**config.mk**
```make
export PLATFORM = sky130hd
export DESIGN_NAME = ugbi_cmd_q
export DESIGN_NICKNAME = d
export VERILOG_FILES = /design/src/design/uniform_grid_box_index_core_assert.svh /design/src/design/ugbi_pkg.sv /design/src/design/ugbi_cmd_q.sv
export SDC_FILE = /design/constraint.sdc
export NUM_CORES = 1
export LEC_CHECK = 0
export ABC_AREA = 1
export ABC_CLOCK_PERIOD_IN_PS = 9000
export CAP_MARGIN = 20
export CORE_ASPECT_RATIO = 0.7
export CORE_MARGIN = 2
export CORE_UTILIZATION = 45
export CTS_BUF_LIST = sky130_fd_sc_hd__clkbuf_8 sky130_fd_sc_hd__clkbuf_16
export DETAILED_ROUTE_END_ITERATION = 8
export DONT_BUFFER_PORTS = 1
export GPL_TIMING_DRIVEN = 0
export SLEW_MARGIN = 20
export SYNTH_ARGS = -nofsm -noshare
export SYNTH_HDL_FRONTEND = slang
export SYNTH_SLANG_ARGS = --single-unit
export TNS_END_PERCENT = 1
```
**constraint.sdc**
```tcl
create_clock -name clk -period 9 [get_ports clk]
set_input_delay 1.35 -clock clk [delete_from_list [all_inputs] [get_ports clk]]
set_output_delay 1.35 -clock clk [all_outputs]
set_load 0.1 [all_outputs]
```
**src/design/uniform_grid_box_index_core_assert.svh**
```systemverilog
// assertion macros for the uniform grid box index core
// expects clk and rst_n in the scope of use
`ifndef UNIFORM_GRID_BOX_INDEX_CORE_ASSERT_SVH
`define UNIFORM_GRID_BOX_INDEX_CORE_ASSERT_SVH

// same-cycle implication
`define UGBI_ASSERT_IMPL(lbl, ante, cons, msg) \
  lbl: assert property (@(posedge clk) disable iff (!rst_n) (ante) |-> (cons)) \
    else $error(msg);

// next-cycle implication
`define UGBI_ASSERT_NEXT(lbl, ante, cons, msg) \
  lbl: assert property (@(posedge clk) disable iff (!rst_n) (ante) |=> (cons)) \
    else $error(msg);

`endif

```
**src/design/ugbi_pkg.sv**
```systemverilog
// shared types and codes of the uniform grid box index
// no dependencies
`default_nettype none

package ugbi_pkg;

  localparam logic [1:0] REQ_INSERT = 2'd0;
  localparam logic [1:0] REQ_QUERY  = 2'd1;
  localparam logic [1:0] REQ_CLEAR  = 2'd2;

  localparam logic [2:0] REG_ORIGIN_X = 3'd0;
  localparam logic [2:0] REG_ORIGIN_Y = 3'd1;
  localparam logic [2:0] REG_INV_X    = 3'd2;
  localparam logic [2:0] REG_INV_Y    = 3'd3;
  localparam logic [2:0] REG_CELLS_X  = 3'd4;
  localparam logic [2:0] REG_CELLS_Y  = 3'd5;

  localparam int AXIS_MAX = 256;

  typedef struct packed {
    logic [1:0] op;
    logic       ok;
    logic       full;
    logic [7:0] x0;
    logic [7:0] x1;
    logic [7:0] y0;
    logic [7:0] y1;
    logic [8:0] cx;
  } cmd_t;

endpackage

`default_nettype wire

```
**src/design/ugbi_cmd_q.sv**
```systemverilog
// two-entry command queue between front and back
// depends on ugbi_pkg
`default_nettype none

module ugbi_cmd_q import ugbi_pkg::*; (
  input  wire logic clk,
  input  wire logic rst_n,
  input  wire logic push,
  input  wire cmd_t din,
  output logic      full,
  input  wire logic pop,
  output cmd_t      dout,
  output logic      valid
);

  cmd_t       ent_r [2];
  logic       wp_r;
  logic       rp_r;
  logic [1:0] cnt_r;

  assign full  = (cnt_r == 2'd2);
  assign valid = (cnt_r != 2'd0);
  assign dout  = ent_r[rp_r];

  always_ff @(posedge clk) begin
    if (!rst_n) begin
      wp_r  <= 1'b0;
      rp_r  <= 1'b0;
      cnt_r <= 2'd0;
    end else begin
      if (push && !full) begin
        ent_r[wp_r] <= din;
        wp_r        <= ~wp_r;
      end
      if (pop && valid) begin
        rp_r <= ~rp_r;
      end
      cnt_r <= cnt_r + 2'(push && !full) - 2'(pop && valid);
    end
  end

endmodule

`default_nettype wire

```
Yosys cells after proc, flatten, opt, wreduce, memory -nomap -nowiden
Memories as Yosys holds them, arrays and structs flattened. A register that Yosys moved wholly into a read port is not among the register bits.
Index checks and enable logic that the tools add are counted.
{"block": "totals", "reg_bits": 4, "ramBits": 90, "in_bits": 49, "out_inout_bits": 47, "elab_cells": 18, "n_memories": 1}
{"memory": "ent_r", "words": 2, "width": 45, "read_ports": 1, "rd_clocked_by_memory_dff": 1, "wr": 1, "line_no": "ugbi_cmd_q.sv:16", "rtl": "cmd_t ent_r [2];"}
{"block": "classes", "n_addsub": 2, "eq_ne": 1, "muxes": 5, "bitwise_logic": 2, "n_reduce_logical": 4}
{"operator": "$mux W1", "count": 5}
{"operator": "$add A2 B1 Y2", "count": 1}
{"operator": "$eq A2 B2 Y1 const B", "count": 1}
{"operator": "$logic_and A1 B1 Y1", "count": 2}
{"operator": "$not A1 Y1", "count": 2}
{"operator": "$reduce_bool A2 Y1", "count": 1}
{"operator": "$sub A2 B1 Y2", "count": 1}
{"operator": "$logic_not A1 Y1", "count": 1}

Longest topological paths before layout
{"block": "depth", "ltp_word": 6, "mapped_depth": 10, "ltp_nobuf": 10}

Worst setup path after synthesis
OpenSTA, ideal clock, no wires.
{"block": "synth_path", "path_kind": "input to register", "from": "input port push", "to": "memory ent_r[0][0] (netlist name) (enable)", "setup_ns": 0.447, "arrival_time_ns": 3.320, "t_required_ns": 8.553, "path_slack_ns": 5.233, "cell_stages": 2, "n_path_buf": 0, "cell_sequence": "o21ai_2 nor2_1"}
{"block": "synth_via", "elab_chain_len": 4}
{"item": "start: declaration", "line_no": "ugbi_cmd_q.sv:8", "rtl": "input wire logic push,"}
{"item": "$logic_and A1 B1 Y1", "line_no": "ugbi_cmd_q.sv:31", "rtl": "if (push && !full) begin"}
{"item": "$mux W1", "line_no": "ugbi_cmd_q.sv:31"}
{"item": "$mux W1", "line_no": "ugbi_cmd_q.sv:26", "rtl": "if (!rst_n) begin"}
{"item": "$mux W1 (implied by the code)", "line_no": "ugbi_cmd_q.sv:32", "rtl": "ent_r[wp_r] <= din;"}
{"item": "end: declaration", "line_no": "ugbi_cmd_q.sv:16"}
Every way passes these cells.

Worst setup path in the final report
{"block": "layout_path", "from": "register cnt_r[1]", "to": "output port full"}
{"block": "layout_via", "elab_chain_len": 1}
{"item": "start: declaration", "line_no": "ugbi_cmd_q.sv:19", "rtl": "logic [1:0] cnt_r;"}
{"item": "start signal: assignment", "line_no": "ugbi_cmd_q.sv:38", "rtl": "cnt_r <= cnt_r + 2'(push && !full) - 2'(pop && valid);"}
{"item": "$eq A2 B2 Y1", "line_no": "ugbi_cmd_q.sv:21", "rtl": "assign full = (cnt_r == 2'd2);"}
{"item": "end: declaration", "line_no": "ugbi_cmd_q.sv:10", "rtl": "output logic full,"}
Every way passes these cells.

==> impl_metrics.toml <==
[sta]
setup_tns_ns = 0
finalSetupViolations = 0
final.setup.worst_slack_ns = 6.00
timing.final.max_slew_violations = 0
slew_headroom = 0.256
finalHoldViolCount = 0
timing.clock.skew_ns = 0.00283
maximum_clock_frequency_ghz = 0.333
layout_min_cycle_time_ns = 3.00
post-route-period-util = 0.334
rsz0062_at_grt = "no"
worst_slew_pin_slew_ns = 1.11

[layout]
finish.utilization = 0.530
diodes = 0
layout_cell_area_excl_fill_mm2 = 0.00421
final_net_count = 242
post_route_cells_drive_above_1_share = 0.349
layout-area-overhead-vs-synth_pct = 13.6

[place]
rd_place_congestion = 0.658
post-place-ws_ns = 6.30
port_buffers = 0
place.detailed.hpwl_mm = 4.05
area_after_dpl_mm2 = 0.00390

[route]
drc_errors = 0
route.top_layer_used = "met4"
route.detailed.wl_per_inst_um = 19.1
firstDrtPassIters = 4
finalWirelength_mm = 5.66
wl_met2_mm = 2.74
route.vias.total = 1488
ant_nets = 0
viasPerCell = 5.03
detail_route.wirelength.met1_mm = 1.96
routed-wl-met3_um = 773
detailedRoute.firstIterationViolations = 45

[cts]
cts.hold.buffers_added = 0
cts_htree_levels = 3
cts.repair_timing.setup_buffer_count = 0
cts-buffers-inserted = 9
tritoncts_num_sinks = 95
cts_tree = "done"
clk_transition_reported_paths_ns = 0.06
max-clock-path-buffers = 2
clock-root-buffer = "clkbuf_16"
insertion_delay_ns = 0.34
number_of_instances_resized_during_post_cts_repair = 0

[floorplan]
core_region_area_mm2 = 0.00794
fp.dieArea_mm2 = 0.00898
die_extent_in_y_um = 79.9
boundaryPins = 96
placement_rows = 27
die_w_um = 112
floorplan.initialDensity = 0.466

[outcome]
outcome = "completed"

[synthesis]
yosys.area_share.xor_xnor = 0
synth-compound-area-share = 0.00507
synthMuxAreaShare = 0.177
ys_seq_elements = 95
synth_warnings = 0
synthesized_netlist_net_count = 229
synth_top_family_by_area = "multiplexers"
sequential_fraction_of_the_synthesis_area = 0.757
post_synth_fa_ha_maj_area_fraction = 0.00676
synth_top_area_cell = "edfxtp_1"
syn_area_mm2 = 0.00370
post_synth_num_cell_types = 14
post_synth_inst_count = 178
synth_simple_gate_area_share = 0.0210
synth_largest_type_area_fraction = 0.730
syn_area_per_cell_um2 = 20.8
post_synth_main_area_contributors = "edfxtp_1, mux2_4, dfxtp_1"

[setup_path]
worst_setup_path_start_kind = "flop"
timing.critical_path.required_ns = 7.65
critical_path_peak_fanout = 4
arrival_time_reported_for_the_critical_path_endpoint_ns = 1.65
end_kind = "output pin"
critical_setup_path_class = "reg2out"
critPathLaunch = "cnt_r[1]"
r2r_start = "cnt_r[1]"

[global_routing]
grt_pass1_vias = 1618
grt_first_pass_wirelength_mm = 8.42
grt_max_degree = 26
globalRoute.totalOverflow = 0
initial_antenna_violation_count = 0
global_route.usage.total = 0.133

[power_and_ir_drop]
power_leakage_nw = 1.49
power_mw = 1.55
power_per_cell_area_mw_per_mm2 = 369
worst_ir_drop_vdd_mv = 0.216

[min_path]
worstHoldPathType = "reg2reg"
timing.hold.worst.start = "rp_r"

[job]
maxCapViolCount = 0
## final timing paths
check | to | slack, ns | cells past startpoint
max reg2reg | ent_r[1][31] | 7.18 | 4
max | full | 6.00 | 2
min | flop | 0.54 | 2
min reg2reg | flop | 0.54 | 2
## synthesized netlist by cell type
cell type and count:
nor2_1 9, buf_6 1, edfxtp_1 90, dfxtp_1 5, mux2_4 40, nand2_1 9, o21ai_0 1, o21ai_2 1
a21oi_1 1, inv_1 8, buf_12 4, mux2_2 5, ha_1 2, nand3_1 2
## placed cells by master, fill, tap and decap left out, types with 2 or more instances in the layout
master | synthesis | layout
edfxtp_1 | 90 | 90
mux2_4 | 40 | 40
inv_1 | 8 | 10
nand2_1 | 9 | 9
clkbuf_16 | 0 | 9
nor2_1 | 9 | 6
mux2_2 | 5 | 5
dfxtp_1 | 5 | 5
buf_12 | 4 | 4
nor2_4 | 0 | 2
nand3_1 | 2 | 2
ha_1 | 2 | 2
bufinv_16 | 0 | 2
buf_16 | 0 | 2
## metrics by stage
step	hold WS, ns	instances
floorplan	0.467	178
global placement	0.486	279
detailed placement	0.523	281
CTS	0.537	296
global route	0.590	296
finish	0.544	296
## state kept, by name, indices dropped and copies added (netlist names), named ones only
register  cells
ent_r        90
cnt_r         2
rp_r          1
wp_r          1
## routing by layer
layer / GRT usage / vias to the layer above
met4: 0.0744 / 0
met1: 0.117 / 704
met5: 0 / -
met3: 0.105 / 15
met2: 0.215 / 74
li1: - / 695
## critical path, cell delays in order, from the launching register on
cell	delay [ns]
dfxtp_1	0.35
inv_1	0.11
nor2_2	0.85
## report_power, final
| part | switching [mW] | total [mW] | internal, mW | leakage, nW |
|---|---|---|---|---|
| combinational | 0.497 | 0.626 | 0.129 | 0.472 |
| clock | 0.141 | 0.380 | 0.238 | 0.152 |
| sequential | 0.0147 | 0.547 | 0.532 | 0.866 |
## area by class of cell
type                    instances  area (um2)
fillers                       596        3730
flip-flops and latches         95        2800
multi-input cells              70         796
clock buffers                   9         225
well taps                     101         126
plain buffers                   5        91.3
clock inverters                 6        78.8
repair buffers                  2        55.1
inverters                       8        30.0
## logic make-up (layout without fill, tap and decap cells)
family / count (synthesis) / after routing
fa+ha+maj: 2 / 2
simple gates: 20 / 20
buf+inv: 13 / 30
flops: 95 / 95
mux: 45 / 45
compound gates: 3 / 3
Power figures use the tool's default switching activity.
