==> config.mk <==
export PLATFORM = sky130hd
export DESIGN_NAME = ugbi_front_flat
export DESIGN_NICKNAME = d
export VERILOG_FILES = /design/src/design/uniform_grid_box_index_core_assert.svh /design/src/design/ugbi_pkg.sv /design/src/design/ugbi_ifs.sv /design/src/design/ugbi_front.sv /design/src/flat_wrapper.sv
export SDC_FILE = /design/constraint.sdc
export NUM_CORES = 2
export LEC_CHECK = 0
export ABC_AREA = 1
export BUFFER_PORTS_ARGS = -buffer_cell sky130_fd_sc_hd__buf_4
export CAP_MARGIN = 40
export CORE_MARGIN = 2
export CORE_UTILIZATION = 40
export CTS_CLUSTER_SIZE = 40
export DETAILED_ROUTE_END_ITERATION = 12
export GPL_TIMING_DRIVEN = 0
export PLACE_DENSITY = 0.63
export SLEW_MARGIN = 25
export SYNTH_ARGS = -nofsm -noshare
export SYNTH_HDL_FRONTEND = slang
export SYNTH_SLANG_ARGS = --single-unit
==> constraint.sdc <==
create_clock -name clk -period 18.41 [get_ports clk]
set_clock_uncertainty 0.05 [all_clocks]
set_input_delay 1.841 -clock clk [delete_from_list [all_inputs] [get_ports clk]]
set_output_delay 1.841 -clock clk [all_outputs]
set_load 0.03 [all_outputs]
==> src/design/uniform_grid_box_index_core_assert.svh <==
// assertion macros for the uniform grid box index core
// expects clk and rst_n in the scope of use
`ifndef UNIFORM_GRID_BOX_INDEX_CORE_ASSERT_SVH
`define UNIFORM_GRID_BOX_INDEX_CORE_ASSERT_SVH

// same-cycle implication
`define UGBI_ASSERT_IMPL(lbl, ante, cons, msg) \
  lbl: assert property (@(posedge clk) disable iff (!rst_n) (ante) |-> (cons)) \
    else $error(msg);

// next-cycle implication
`define UGBI_ASSERT_NEXT(lbl, ante, cons, msg) \
  lbl: assert property (@(posedge clk) disable iff (!rst_n) (ante) |=> (cons)) \
    else $error(msg);

`endif

==> src/design/ugbi_pkg.sv <==
// shared types and codes of the uniform grid box index
// no dependencies
`default_nettype none

package ugbi_pkg;

  localparam logic [1:0] REQ_INSERT = 2'd0;
  localparam logic [1:0] REQ_QUERY  = 2'd1;
  localparam logic [1:0] REQ_CLEAR  = 2'd2;

  localparam logic [2:0] REG_ORIGIN_X = 3'd0;
  localparam logic [2:0] REG_ORIGIN_Y = 3'd1;
  localparam logic [2:0] REG_INV_X    = 3'd2;
  localparam logic [2:0] REG_INV_Y    = 3'd3;
  localparam logic [2:0] REG_CELLS_X  = 3'd4;
  localparam logic [2:0] REG_CELLS_Y  = 3'd5;

  localparam int AXIS_MAX = 256;

  typedef struct packed {
    logic [1:0] op;
    logic       ok;
    logic       full;
    logic [7:0] x0;
    logic [7:0] x1;
    logic [7:0] y0;
    logic [7:0] y1;
    logic [8:0] cx;
  } cmd_t;

endpackage

`default_nettype wire

==> src/design/ugbi_ifs.sv <==
// channel interfaces of the uniform grid box index: request, answer, register write
// no dependencies
`default_nettype none

interface ugbi_in_if;
  logic               valid;
  logic               ready;
  logic [1:0]         req_type;
  logic signed [31:0] coord_x0;
  logic signed [31:0] coord_y0;
  logic signed [31:0] coord_x1;
  logic signed [31:0] coord_y1;
  modport source (output valid, req_type, coord_x0, coord_y0, coord_x1, coord_y1,
                  input ready);
  modport sink (input valid, req_type, coord_x0, coord_y0, coord_x1, coord_y1,
                output ready);
endinterface


interface ugbi_cfg_if;
  logic        valid;
  logic        ready;
  logic [2:0]  index;
  logic [31:0] data;
  modport source (output valid, index, data, input ready);
  modport sink (input valid, index, data, output ready);
endinterface

`default_nettype wire

==> src/design/ugbi_front.sv <==
// front: register file, request intake, grid size and cell span computation
// depends on ugbi_pkg and ugbi_ifs
`default_nettype none

module ugbi_front import ugbi_pkg::*; #(
  parameter int MAX_CELLS = 256
) (
  input  wire logic  clk,
  input  wire logic  rst_n,
  ugbi_in_if.sink    in_ch,
  ugbi_cfg_if.sink   cfg_ch,
  input  wire logic  sweep_busy,
  input  wire logic  q_full,
  output logic       q_push,
  output cmd_t       q_cmd
);

  localparam int QW    = $clog2(MAX_CELLS + 1) + 1;
  localparam int SW    = $clog2(QW + 1);
  localparam int LW    = (QW > 9) ? QW : 9;
  localparam int CAP_I = (MAX_CELLS < AXIS_MAX) ? MAX_CELLS : AXIS_MAX;
  localparam logic [8:0]    CAP      = 9'(CAP_I);
  localparam logic [QW-1:0] DIVIDEND = QW'(MAX_CELLS);
  localparam logic [SW-1:0] DIV_LAST = SW'(QW - 1);

  typedef enum logic [2:0] {
    F_IDLE, F_DIV, F_EFF, F_MUL, F_EVAL, F_AREA, F_GRID, F_PUSH
  } fstate_t;

  fstate_t            state_r;
  logic signed [31:0] org_x_r, org_y_r;
  logic [31:0]        inv_x_r, inv_y_r;
  logic [8:0]         cells_x_r, cells_y_r;
  logic [1:0]         op_r;
  logic signed [31:0] ax_r, ay_r, bx_r, by_r;
  logic [7:0]         rem_r;
  logic [QW-1:0]      quo_r;
  logic [QW-1:0]      dsh_r;
  logic [SW-1:0]      step_r;
  logic [8:0]         cx_r, cy_r;
  logic [1:0]         k_r;
  logic [63:0]        prod_r;
  logic               dpos_r;
  logic [7:0]         cell_r [4];
  logic               rej_r;
  logic [17:0]        area_r, grid_r;

  logic [8:0]         cx_c, cy_c;
  logic [8:0]         trial;
  logic               ge;
  logic signed [31:0] ia, ib, org, lo, hi, v;
  logic [31:0]        inv;
  logic [8:0]         cells;
  logic [7:0]         last_c, cellv;
  logic signed [32:0] d;
  logic               dpos, rej_static, over;
  logic [63:0]        prod_c;
  logic [7:0]         x1f, y1f;
  logic               in_ready;

  assign in_ready     = (state_r == F_IDLE) && !sweep_busy;
  assign in_ch.ready  = in_ready;
  assign cfg_ch.ready = 1'b1;

  always_comb begin
    cx_c = cells_x_r;
    if (inv_x_r == 32'd0 || cx_c == 9'd0) cx_c = 9'd1;
    if (cx_c > 9'd256) cx_c = 9'd256;
    if (cx_c > CAP) cx_c = CAP;
    cy_c = cells_y_r;
    if (inv_y_r == 32'd0 || cy_c == 9'd0) cy_c = 9'd1;
    if (cy_c > 9'd256) cy_c = 9'd256;
    if (LW'(cy_c) > LW'(quo_r)) cy_c = 9'(quo_r);
    if (cy_c == 9'd0) cy_c = 9'd1;
  end

  assign trial = {rem_r, dsh_r[QW-1]};
  assign ge    = (trial >= cx_c);

  always_comb begin
    ia    = k_r[1] ? ay_r : ax_r;
    ib    = k_r[1] ? by_r : bx_r;
    org   = k_r[1] ? org_y_r : org_x_r;
    inv   = k_r[1] ? inv_y_r : inv_x_r;
    cells = k_r[1] ? cy_r : cx_r;
    if (op_r == REQ_INSERT && ib < ia) begin
      lo = ib;
      hi = ia;
    end else begin
      lo = ia;
      hi = ib;
    end
    v          = k_r[0] ? hi : lo;
    d          = {v[31], v} - {org[31], org};
    dpos       = !d[32] && (d != 33'sd0);
    rej_static = (hi < lo) || (hi < org) || (inv == 32'd0 && lo > org);
    last_c     = 8'(cells - 9'd1);
    over       = dpos_r && ((prod_r[63:32] > 32'(cells)) ||
                 (prod_r[63:32] == 32'(cells) && prod_r[31:0] != 32'd0));
    if (!dpos_r) begin
      cellv = 8'd0;
    end else if (prod_r[63:32] >= 32'(last_c)) begin
      cellv = last_c;
    end else begin
      cellv = prod_r[39:32];
    end
  end

  assign prod_c = d[31:0] * inv;
  assign x1f    = (cell_r[1] < cell_r[0]) ? cell_r[0] : cell_r[1];
  assign y1f    = (cell_r[3] < cell_r[2]) ? cell_r[2] : cell_r[3];

  assign q_push     = (state_r == F_PUSH) && !q_full;
  assign q_cmd.op   = op_r;
  assign q_cmd.ok   = !rej_r;
  assign q_cmd.full = ({area_r, 2'b00} >= {2'b00, grid_r});
  assign q_cmd.x0   = cell_r[0];
  assign q_cmd.x1   = x1f;
  assign q_cmd.y0   = cell_r[2];
  assign q_cmd.y1   = y1f;
  assign q_cmd.cx   = cx_r;

  always_ff @(posedge clk) begin
    if (!rst_n) begin
      state_r   <= F_IDLE;
      org_x_r   <= '0;
      org_y_r   <= '0;
      inv_x_r   <= '0;
      inv_y_r   <= '0;
      cells_x_r <= 9'd1;
      cells_y_r <= 9'd1;
    end else begin
      if (cfg_ch.valid) begin
        unique case (cfg_ch.index)
          REG_ORIGIN_X: org_x_r   <= cfg_ch.data;
          REG_ORIGIN_Y: org_y_r   <= cfg_ch.data;
          REG_INV_X:    inv_x_r   <= cfg_ch.data;
          REG_INV_Y:    inv_y_r   <= cfg_ch.data;
          REG_CELLS_X:  cells_x_r <= cfg_ch.data[8:0];
          REG_CELLS_Y:  cells_y_r <= cfg_ch.data[8:0];
          default: ;
        endcase
      end
      unique case (state_r)
        F_IDLE: begin
          if (in_ch.valid && in_ready) begin
            op_r   <= in_ch.req_type;
            ax_r   <= in_ch.coord_x0;
            ay_r   <= in_ch.coord_y0;
            bx_r   <= in_ch.coord_x1;
            by_r   <= in_ch.coord_y1;
            rem_r  <= '0;
            quo_r  <= '0;
            dsh_r  <= DIVIDEND;
            step_r <= '0;
            unique case (in_ch.req_type) inside
              REQ_INSERT, REQ_QUERY: state_r <= F_DIV;
              REQ_CLEAR:             state_r <= F_PUSH;
              default:               state_r <= F_IDLE;
            endcase
          end
        end
        F_DIV: begin
          rem_r  <= ge ? 8'(trial - cx_c) : trial[7:0];
          quo_r  <= {quo_r[QW-2:0], ge};
          dsh_r  <= {dsh_r[QW-2:0], 1'b0};
          step_r <= step_r + SW'(1);
          if (step_r == DIV_LAST) state_r <= F_EFF;
        end
        F_EFF: begin
          cx_r    <= cx_c;
          cy_r    <= cy_c;
          rej_r   <= 1'b0;
          k_r     <= 2'd0;
          state_r <= F_MUL;
        end
        F_MUL: begin
          prod_r <= prod_c;
          dpos_r <= dpos;
          if (op_r == REQ_QUERY && !k_r[0] && rej_static) rej_r <= 1'b1;
          state_r <= F_EVAL;
        end
        F_EVAL: begin
          cell_r[k_r] <= cellv;
          if (op_r == REQ_QUERY && !k_r[0] && over) rej_r <= 1'b1;
          k_r     <= k_r + 2'd1;
          state_r <= (k_r == 2'd3) ? F_AREA : F_MUL;
        end
        F_AREA: begin
          area_r  <= (9'(x1f) - 9'(cell_r[0]) + 9'd1) * (9'(y1f) - 9'(cell_r[2]) + 9'd1);
          state_r <= F_GRID;
        end
        F_GRID: begin
          grid_r  <= cx_r * cy_r;
          state_r <= F_PUSH;
        end
        F_PUSH: begin
          if (!q_full) state_r <= F_IDLE;
        end
        default: state_r <= F_IDLE;
      endcase
    end
  end

endmodule

`default_nettype wire

==> src/flat_wrapper.sv <==
// flat-port wrapper written by rule: the top's interface ports become plain ports
module ugbi_front_flat import ugbi_pkg::*;
#(
  parameter int MAX_CELLS = 256
)
  (clk, rst_n, sweep_busy, q_full, q_push, q_cmd, in_ch_valid, in_ch_req_type, in_ch_coord_x0, in_ch_coord_y0, in_ch_coord_x1, in_ch_coord_y1, in_ch_ready, cfg_ch_valid, cfg_ch_index, cfg_ch_data, cfg_ch_ready);
  ugbi_in_if in_ch_i ();
  ugbi_cfg_if cfg_ch_i ();
  input  wire logic clk;
  input  wire logic rst_n;
  input  wire logic sweep_busy;
  input  wire logic q_full;
  output logic q_push;
  output cmd_t q_cmd;
  input wire logic [$bits(in_ch_i.valid)-1:0] in_ch_valid;
  input wire logic [$bits(in_ch_i.req_type)-1:0] in_ch_req_type;
  input wire logic [$bits(in_ch_i.coord_x0)-1:0] in_ch_coord_x0;
  input wire logic [$bits(in_ch_i.coord_y0)-1:0] in_ch_coord_y0;
  input wire logic [$bits(in_ch_i.coord_x1)-1:0] in_ch_coord_x1;
  input wire logic [$bits(in_ch_i.coord_y1)-1:0] in_ch_coord_y1;
  output wire logic [$bits(in_ch_i.ready)-1:0] in_ch_ready;
  input wire logic [$bits(cfg_ch_i.valid)-1:0] cfg_ch_valid;
  input wire logic [$bits(cfg_ch_i.index)-1:0] cfg_ch_index;
  input wire logic [$bits(cfg_ch_i.data)-1:0] cfg_ch_data;
  output wire logic [$bits(cfg_ch_i.ready)-1:0] cfg_ch_ready;
  assign in_ch_i.valid = in_ch_valid;
  assign in_ch_i.req_type = in_ch_req_type;
  assign in_ch_i.coord_x0 = in_ch_coord_x0;
  assign in_ch_i.coord_y0 = in_ch_coord_y0;
  assign in_ch_i.coord_x1 = in_ch_coord_x1;
  assign in_ch_i.coord_y1 = in_ch_coord_y1;
  assign in_ch_ready = in_ch_i.ready;
  assign cfg_ch_i.valid = cfg_ch_valid;
  assign cfg_ch_i.index = cfg_ch_index;
  assign cfg_ch_i.data = cfg_ch_data;
  assign cfg_ch_ready = cfg_ch_i.ready;
  ugbi_front #(.MAX_CELLS(MAX_CELLS)) u_core (.clk(clk), .rst_n(rst_n), .in_ch(in_ch_i), .cfg_ch(cfg_ch_i), .sweep_busy(sweep_busy), .q_full(q_full), .q_push(q_push), .q_cmd(q_cmd));
endmodule
### Word-level counts from Yosys, hierarchy flattened

Memory sizes are Yosys's and may differ from the RTL's.
Cells that the tools add are included.

* register bits: 433
* RAM bits: 32
* input bits: 171
* output and inout bits: 48
* logic and storage cells: 166
* memories: 1

Memory list
* u_core.cell_r: depth 4, bits a word 8, rd ports 4, clocked after memory_dff 0, write ports 1, line ugbi_front.sv:44 `logic [7:0] cell_r [4];`

* add/subtract/negate cells: 9
* $mul: 3
* order comparisons: 14
* equal/unequal tests: 23
* multiplexer cells: 40
* reduce and logical (&&, ||, !) cells: 52

Operators with widths (count)
* 32-bit 2-to-1 mux: 7
* 32-bit zero test: 3
* 32-bit < comparator: 3
* 32-bit by 32-bit multiplier with 64-bit output: 1
* 9-bit 2-to-1 mux: 7
* 8-bit 2-to-1 mux: 6
* 10-bit case mux with 2 select lines: 2
* 18-bit by 1-bit adder with 18-bit output (second input constant): 2
* 33-bit nonzero test: 1
* 32-bit by 32-bit subtractor with 33-bit output: 1
* 32-bit by 9-bit == test with 1-bit output: 1
* 32-bit by 8-bit >= comparator with 1-bit output: 1
* 32-bit greater-than comparator: 1
* 32-bit by 9-bit greater-than comparator with 1-bit output: 1
* 32-bit nonzero test: 1
* 9-bit greater-than comparator (second input constant): 3
* 9-bit zero test: 3
* 3-bit case mux with 8 select lines: 1
* 2-bit AND reduction: 11
* 20-bit by 18-bit >= comparator with 1-bit output: 1
* 10-bit 2-to-1 mux: 2
* 3-bit == test (second input constant): 6
* 18-bit by 18-bit multiplier with 18-bit output: 1
* 9-bit by 9-bit multiplier with 18-bit output: 1
* 33 further kinds: 74

### Logic depth before layout (Yosys ltp)

* depth after elaboration: 10
* gate-level depth with buffers: 73
* gate-level depth less buffers: 69

### Worst setup path before layout

No wires, ideal clock.

* kind: register to register
* from: register u_core.k_r[1]
* to: register u_core.prod_r[59] (data pin)
* library setup time: 0.266 ns
* arrival time: 11.805 ns
* required time: 18.094 ns
* setup slack: 6.290 ns
* cell stages (with the launch flop): 69
* path buffers: 5
* period minus slack after synthesis: 12.120 ns
* cells stage by stage: edfxtp_1 > inv_1 > clkbuf_1 > clkbuf_1 > clkbuf_1 > nand2_1 > nand2_1 > ha_1 > nand2_1 > nor2_2 > nand2_1 > inv_2 > nand4_2 > inv_1 > a21oi_1 > nand2_1 > nand2_2 > nand3_2 > [... 33 more ...] > fa_1 > inv_1 > fa_1 > inv_1 > ha_1 > a21oi_1 > inv_1 > a31oi_1 > inv_1 > a211oi_1 > o21ai_0 > a21oi_1 > nor3_1 > nor3_1 > o21ai_1 > nand3_1 > o2111ai_1 > xor2_1

* longest elaborated chain between the ends: 7
* elaborated cells on any way between the ends: 11
* those cells by class: add/sub: 1; mul: 1; order compare: 1; mux: 7; reduce/logical: 1

Ends and longest elaborated chain
* start, declared: line ugbi_front.sv:41 `logic [1:0] k_r;`
* start signal, assigned: line ugbi_front.sv:186 `k_r <= k_r + 2'd1;`
* 32-bit 2-to-1 mux (on tied branches): line ugbi_front.sv:82, ugbi_front.sv:81
* 32-bit < comparator: line ugbi_front.sv:86 `if (op_r == REQ_INSERT && ib < ia) begin`
* 1-bit logical AND: line ugbi_front.sv:86
* 32-bit 2-to-1 mux: line ugbi_front.sv:86
* 32-bit 2-to-1 mux: line ugbi_front.sv:93 `v = k_r[0] ? hi : lo;`
* 32-bit by 32-bit subtractor with 33-bit output: line ugbi_front.sv:94 `d = {v[31], v} - {org[31], org};`
* 32-bit by 32-bit multiplier with 64-bit output (*): line ugbi_front.sv:109 `assign prod_c = d[31:0] * inv;`
* named net u_core.prod_c[59]: line ugbi_front.sv:57 `logic [63:0] prod_c;`
* end signal, assigned: line ugbi_front.sv:178 `prod_r <= prod_c;`
* end, declared: line ugbi_front.sv:42 `logic [63:0] prod_r;`

The timed path passes the listed nets; every way through them passes the cells marked *.
A chain may end at the register's enable or synchronous reset.

### Worst setup path after layout

* from: register u_core.k_r[1]
* to: register u_core.prod_r[60] (data pin)

The elaborated chain is that of the path after synthesis.

==> results.txt <==
----------------------------------------------------
[Placement]
  Number of I/O port buffers ... 217
  Sum of net half-perimeters after detailed placement ... 183000 um
  Placement Setup Slack ... 1.60 ns
  Placer Congestion ... 1.05

[Yosys]
  Synth Register Bits ... 457
  Share of the synthesized netlist area taken by xor and xnor gates ... 2.04%
  Share of the synthesized area in compound gates (AO/OA/AOI/OAI) ... 6.72%
  Cell type with the highest aggregate area in the netlist ... fa_1
  Post-synth top area share ... 33.0%
  Number of warning messages in the yosys log ... 0
  Most instantiated flip-flop cell in the synthesis netlist ... edfxtp_1
  Library cells used by synthesis ... 63
  Syn Nets ... 9359
  Per-instance average area after synthesis ... 8.50 um^2
  Cells after synthesis ... 7559
  Top cells by area, synth ... fa_1 33%, edfxtp_1 14%, ha_1 11%
  Portion of netlist area occupied by mux cells ... 0.966%
  Proportion of register bits with asynchronous set or reset after synthesis ... 0%
  Synthesized-area fraction occupied by adder cells ... 44.1%
  Fraction of the mapped netlist area in simple logic gates ... 16.0%
  Post-synthesis instance area ... 64200 um^2
  Post-synthesis sequential area ratio ... 19.0%
  Number of synthesized flops with an enable pin ... 308
  Largest family of logic cells by synthesized area ... adder cells

[Drt]
  Vias post-DR ... 53025
  Detailed-routing iteration count for the pre-antenna-repair pass ... 7
  Routed wirelength normalized by instance count ... 21.5 um
  Remaining antenna violation count ... 0
  Remaining design rule violation count ... 0
  Initial DRC Count ... 5046
  Vias per inst ... 5.28
  Detailed Route WL ... 216000 um

[Setup path]
  Worst path slowest cell ... a21oi_1
  Data arrival time at the worst-slack endpoint ... 17.73 ns
  Most frequent cell on the critical path ... nand2_1
  Largest fanout on the critical path ... 10
  Largest stage delay, worst path ... 0.76 ns
  Critical path capture point type ... flip-flop
  Critical path launch point type ... flip-flop
  Type of the worst setup path ... reg -> reg
  Data required time of the worst path ... 18.77 ns

[Clock network]
  Clk sinks ... 457
  CTS tree ... done
  Clock-pin slew reported for the worst setup and hold paths after clock tree synthesis ... 0.07 ns
  Clk Tree Root Cell ... clkbuf_16
  Post-CTS setup-driven buffer insertion count ... 0
  Maximum count of clock buffers along a single path ... 3
  Clk_lat worst skew ... 0.69 ns
  CTS hold repair buffers ... 0
  Maximum level of the CTS H-tree ... 2
  Total clock buffers created by CTS ... 53
  PostCTS Resize Cnt ... 0

[STA]
  Max Freq ... 57.6 MHz
  Transition time at the pin with the least slew margin ... 0.965 ns
  Number of pins exceeding their max-slew limit in the final report ... 0
  Worst slew margin relative to its limit ... 35.7%
  Post-Route Setup TNS ... 0 ns
  Share of the cycle needed by the critical path after routing ... 94.3%
  Setup WS post-layout ... 1.04 ns
  Final setup fails ... 0
  Min cycle time layout ... 17.37 ns
  Final hold violations ... 0
  Unrepaired setup endpoints after global routing ... no

[Global route]
  Largest net degree at the start of global routing ... 28
  Total routing usage reported by global routing ... 26.8%
  Remaining global-route overflow ... 0
  Initial antenna violation count ... 7
  Via count of the first global-routing pass ... 54563
  First-pass GRT wire length ... 330000 um

[Die]
  Top-level I/O count ... 219
  Core region area ... 160000 um^2
  Area of the die ... 164000 um^2
  Die Ht ... 405 um
  Site row count ... 147
  Die outline width ... 405 um
  Initial cell density of the core ... 40.1%

[Status]
  Status ... completed

[Cells and area]
  Fill cell count ... 15661
  Synthesis-to-finish area growth ... 11.2%
  Count of nets after finishing ... 9715
  Layout cells sized above 1 ... 6.80%

[Min path]
  HP Class ... reg -> reg

[Job]
  Count of max-cap constraint violations ... 0

----------------------------------------------------
## placed cells by master, fill, tap and decap left out, types with 12 or more instances in the layout
| cell | n |
|---|---|
| xnor2_1 | 62 |
| clkbuf_1 | 235 |
| buf_1 | 12 |
| clkinv_1 | 40 |
| edfxtp_1 | 308 |
| ha_1 | 570 |
| a31oi_1 | 29 |
| inv_1 | 1551 |
| nor4_1 | 40 |
| o21bai_1 | 12 |
| nor2_1 | 1048 |
| xor2_1 | 84 |
| inv_2 | 21 |
| a211oi_1 | 16 |
| nor3_1 | 22 |
| dfxtp_1 | 149 |
| buf_4 | 229 |
| a21oi_1 | 271 |
| clkbuf_16 | 53 |
| o21ai_0 | 294 |
| buf_6 | 62 |
| nand3_1 | 79 |
| or2_2 | 40 |
| mux2i_1 | 62 |
| o21ai_1 | 80 |
| buf_2 | 27 |
| nand2_1 | 1273 |
| o21a_1 | 16 |
| o21ai_2 | 27 |
| fa_1 | 1059 |
| nand4_1 | 46 |
## layout make-up
cell class | instances | area, um^2 | share of cell area (%)
multi-input combinational | 5225 | 45000 | 63.0
timing repair buffer | 301 | 2630 | 3.68
buffer | 274 | 1130 | 1.58
clock inverter | 41 | 473 | 0.662
sequential | 457 | 12200 | 17.1
tap | 2086 | 2610 | 3.65
clock buffer | 59 | 1360 | 1.90
antenna | 6 | 15.0 | 0.0210
inverter | 1603 | 6020 | 8.42
## worst paths after layout
kind / end / startpoint / cells past startpoint / slack (ns)
setup reg to reg: u_core.prod_r[60]$_DFFE_PP_ / u_core.k_r[1]$_SDFFCE_PN0P_ / 64 / 1.04
setup / recovery: u_core.prod_r[60]$_DFFE_PP_ / u_core.k_r[1]$_SDFFCE_PN0P_ / 64 / 1.04
hold / removal: u_core.inv_x_r[25]$_SDFFE_PN0P_ / u_core.inv_x_r[25]$_SDFFE_PN0P_ / 2 / 0.42
hold reg to reg: u_core.inv_x_r[25]$_SDFFE_PN0P_ / u_core.inv_x_r[25]$_SDFFE_PN0P_ / 2 / 0.42
## synthesized netlist by cell type (6+ instances only)
cell,number
or2_1,6
nand4_1,46
xor2_1,85
a31oi_1,29
buf_2,20
or2_2,40
o21ai_0,296
mux2i_1,62
o211ai_1,9
fa_1,1059
o221ai_1,8
buf_1,13
nand3_1,79
nand2_1,1273
a211oi_1,16
inv_1,1551
o21ai_1,99
o21ai_2,6
nand2_2,7
a21oi_1,271
nor3_1,23
clkbuf_1,230
o21bai_1,12
xnor2_1,63
inv_2,21
edfxtp_1,308
nor4_1,41
buf_6,8
dfxtp_1,149
nor2_1,1054
clkinv_1,30
o21a_1,16
ha_1,570
## worst max-delay path: cells and delay by family, from the launching register on
family	cells	cell delay, ns
AO/OA/AOI/OAI	20	5.40
adder cells (fa/ha/maj)	11	4.92
buffers and inverters	14	3.48
AND/OR/NAND/NOR	18	2.40
flip-flops	1	0.60
XOR/XNOR	1	0.18
## metrics by stage
step	util [%]	hold slack, ns	instance area [um^2]	cells
6_report	44.7	0.417	71500	10052
3_5_place_dp	43.4	0.403	69400	9927
2_1_floorplan	-	0.389	64200	7559
3_3_place_gp	42.8	0.403	68500	9862
5_1_grt	44.6	0.447	71400	10046
4_1_cts	44.5	0.413	71200	10027
## state kept, by name, indices dropped and copies added, names as in the netlist, 10 cells and up
register        count
u_core.quo_r       10
u_core.inv_x_r     32
u_core.grid_r      18
u_core.inv_y_r     32
u_core.prod_r      64
u_core.ay_r        32
u_core.ax_r        32
u_core.org_x_r     32
u_core.org_y_r     32
u_core.by_r        32
u_core.area_r      18
u_core.bx_r        32
u_core.cell_r      32
## cells by family (layout without fill, tap and decap cells)
family,count (synthesis),in the layout
AO/OA/AOI/OAI,795,795
XOR/XNOR,149,149
adder cells (fa/ha/maj),1629,1629
buffers and inverters,1877,2278
flip-flops,457,457
multiplexers,62,62
other,1,7
AND/OR/NAND/NOR,2589,2589
## metal layers
layer,routed length [um],vias to the layer above,GRT usage (%)
met5,81,-,0.0595
met4,15800,6,15.7
met3,20600,591,5.72
met2,95400,2532,42.1
met1,84500,26067,34.2
li1,-,23829,-
Power is not shown: default switching activity piles up to over one toggle a cycle in this logic, so the estimate is an artifact.
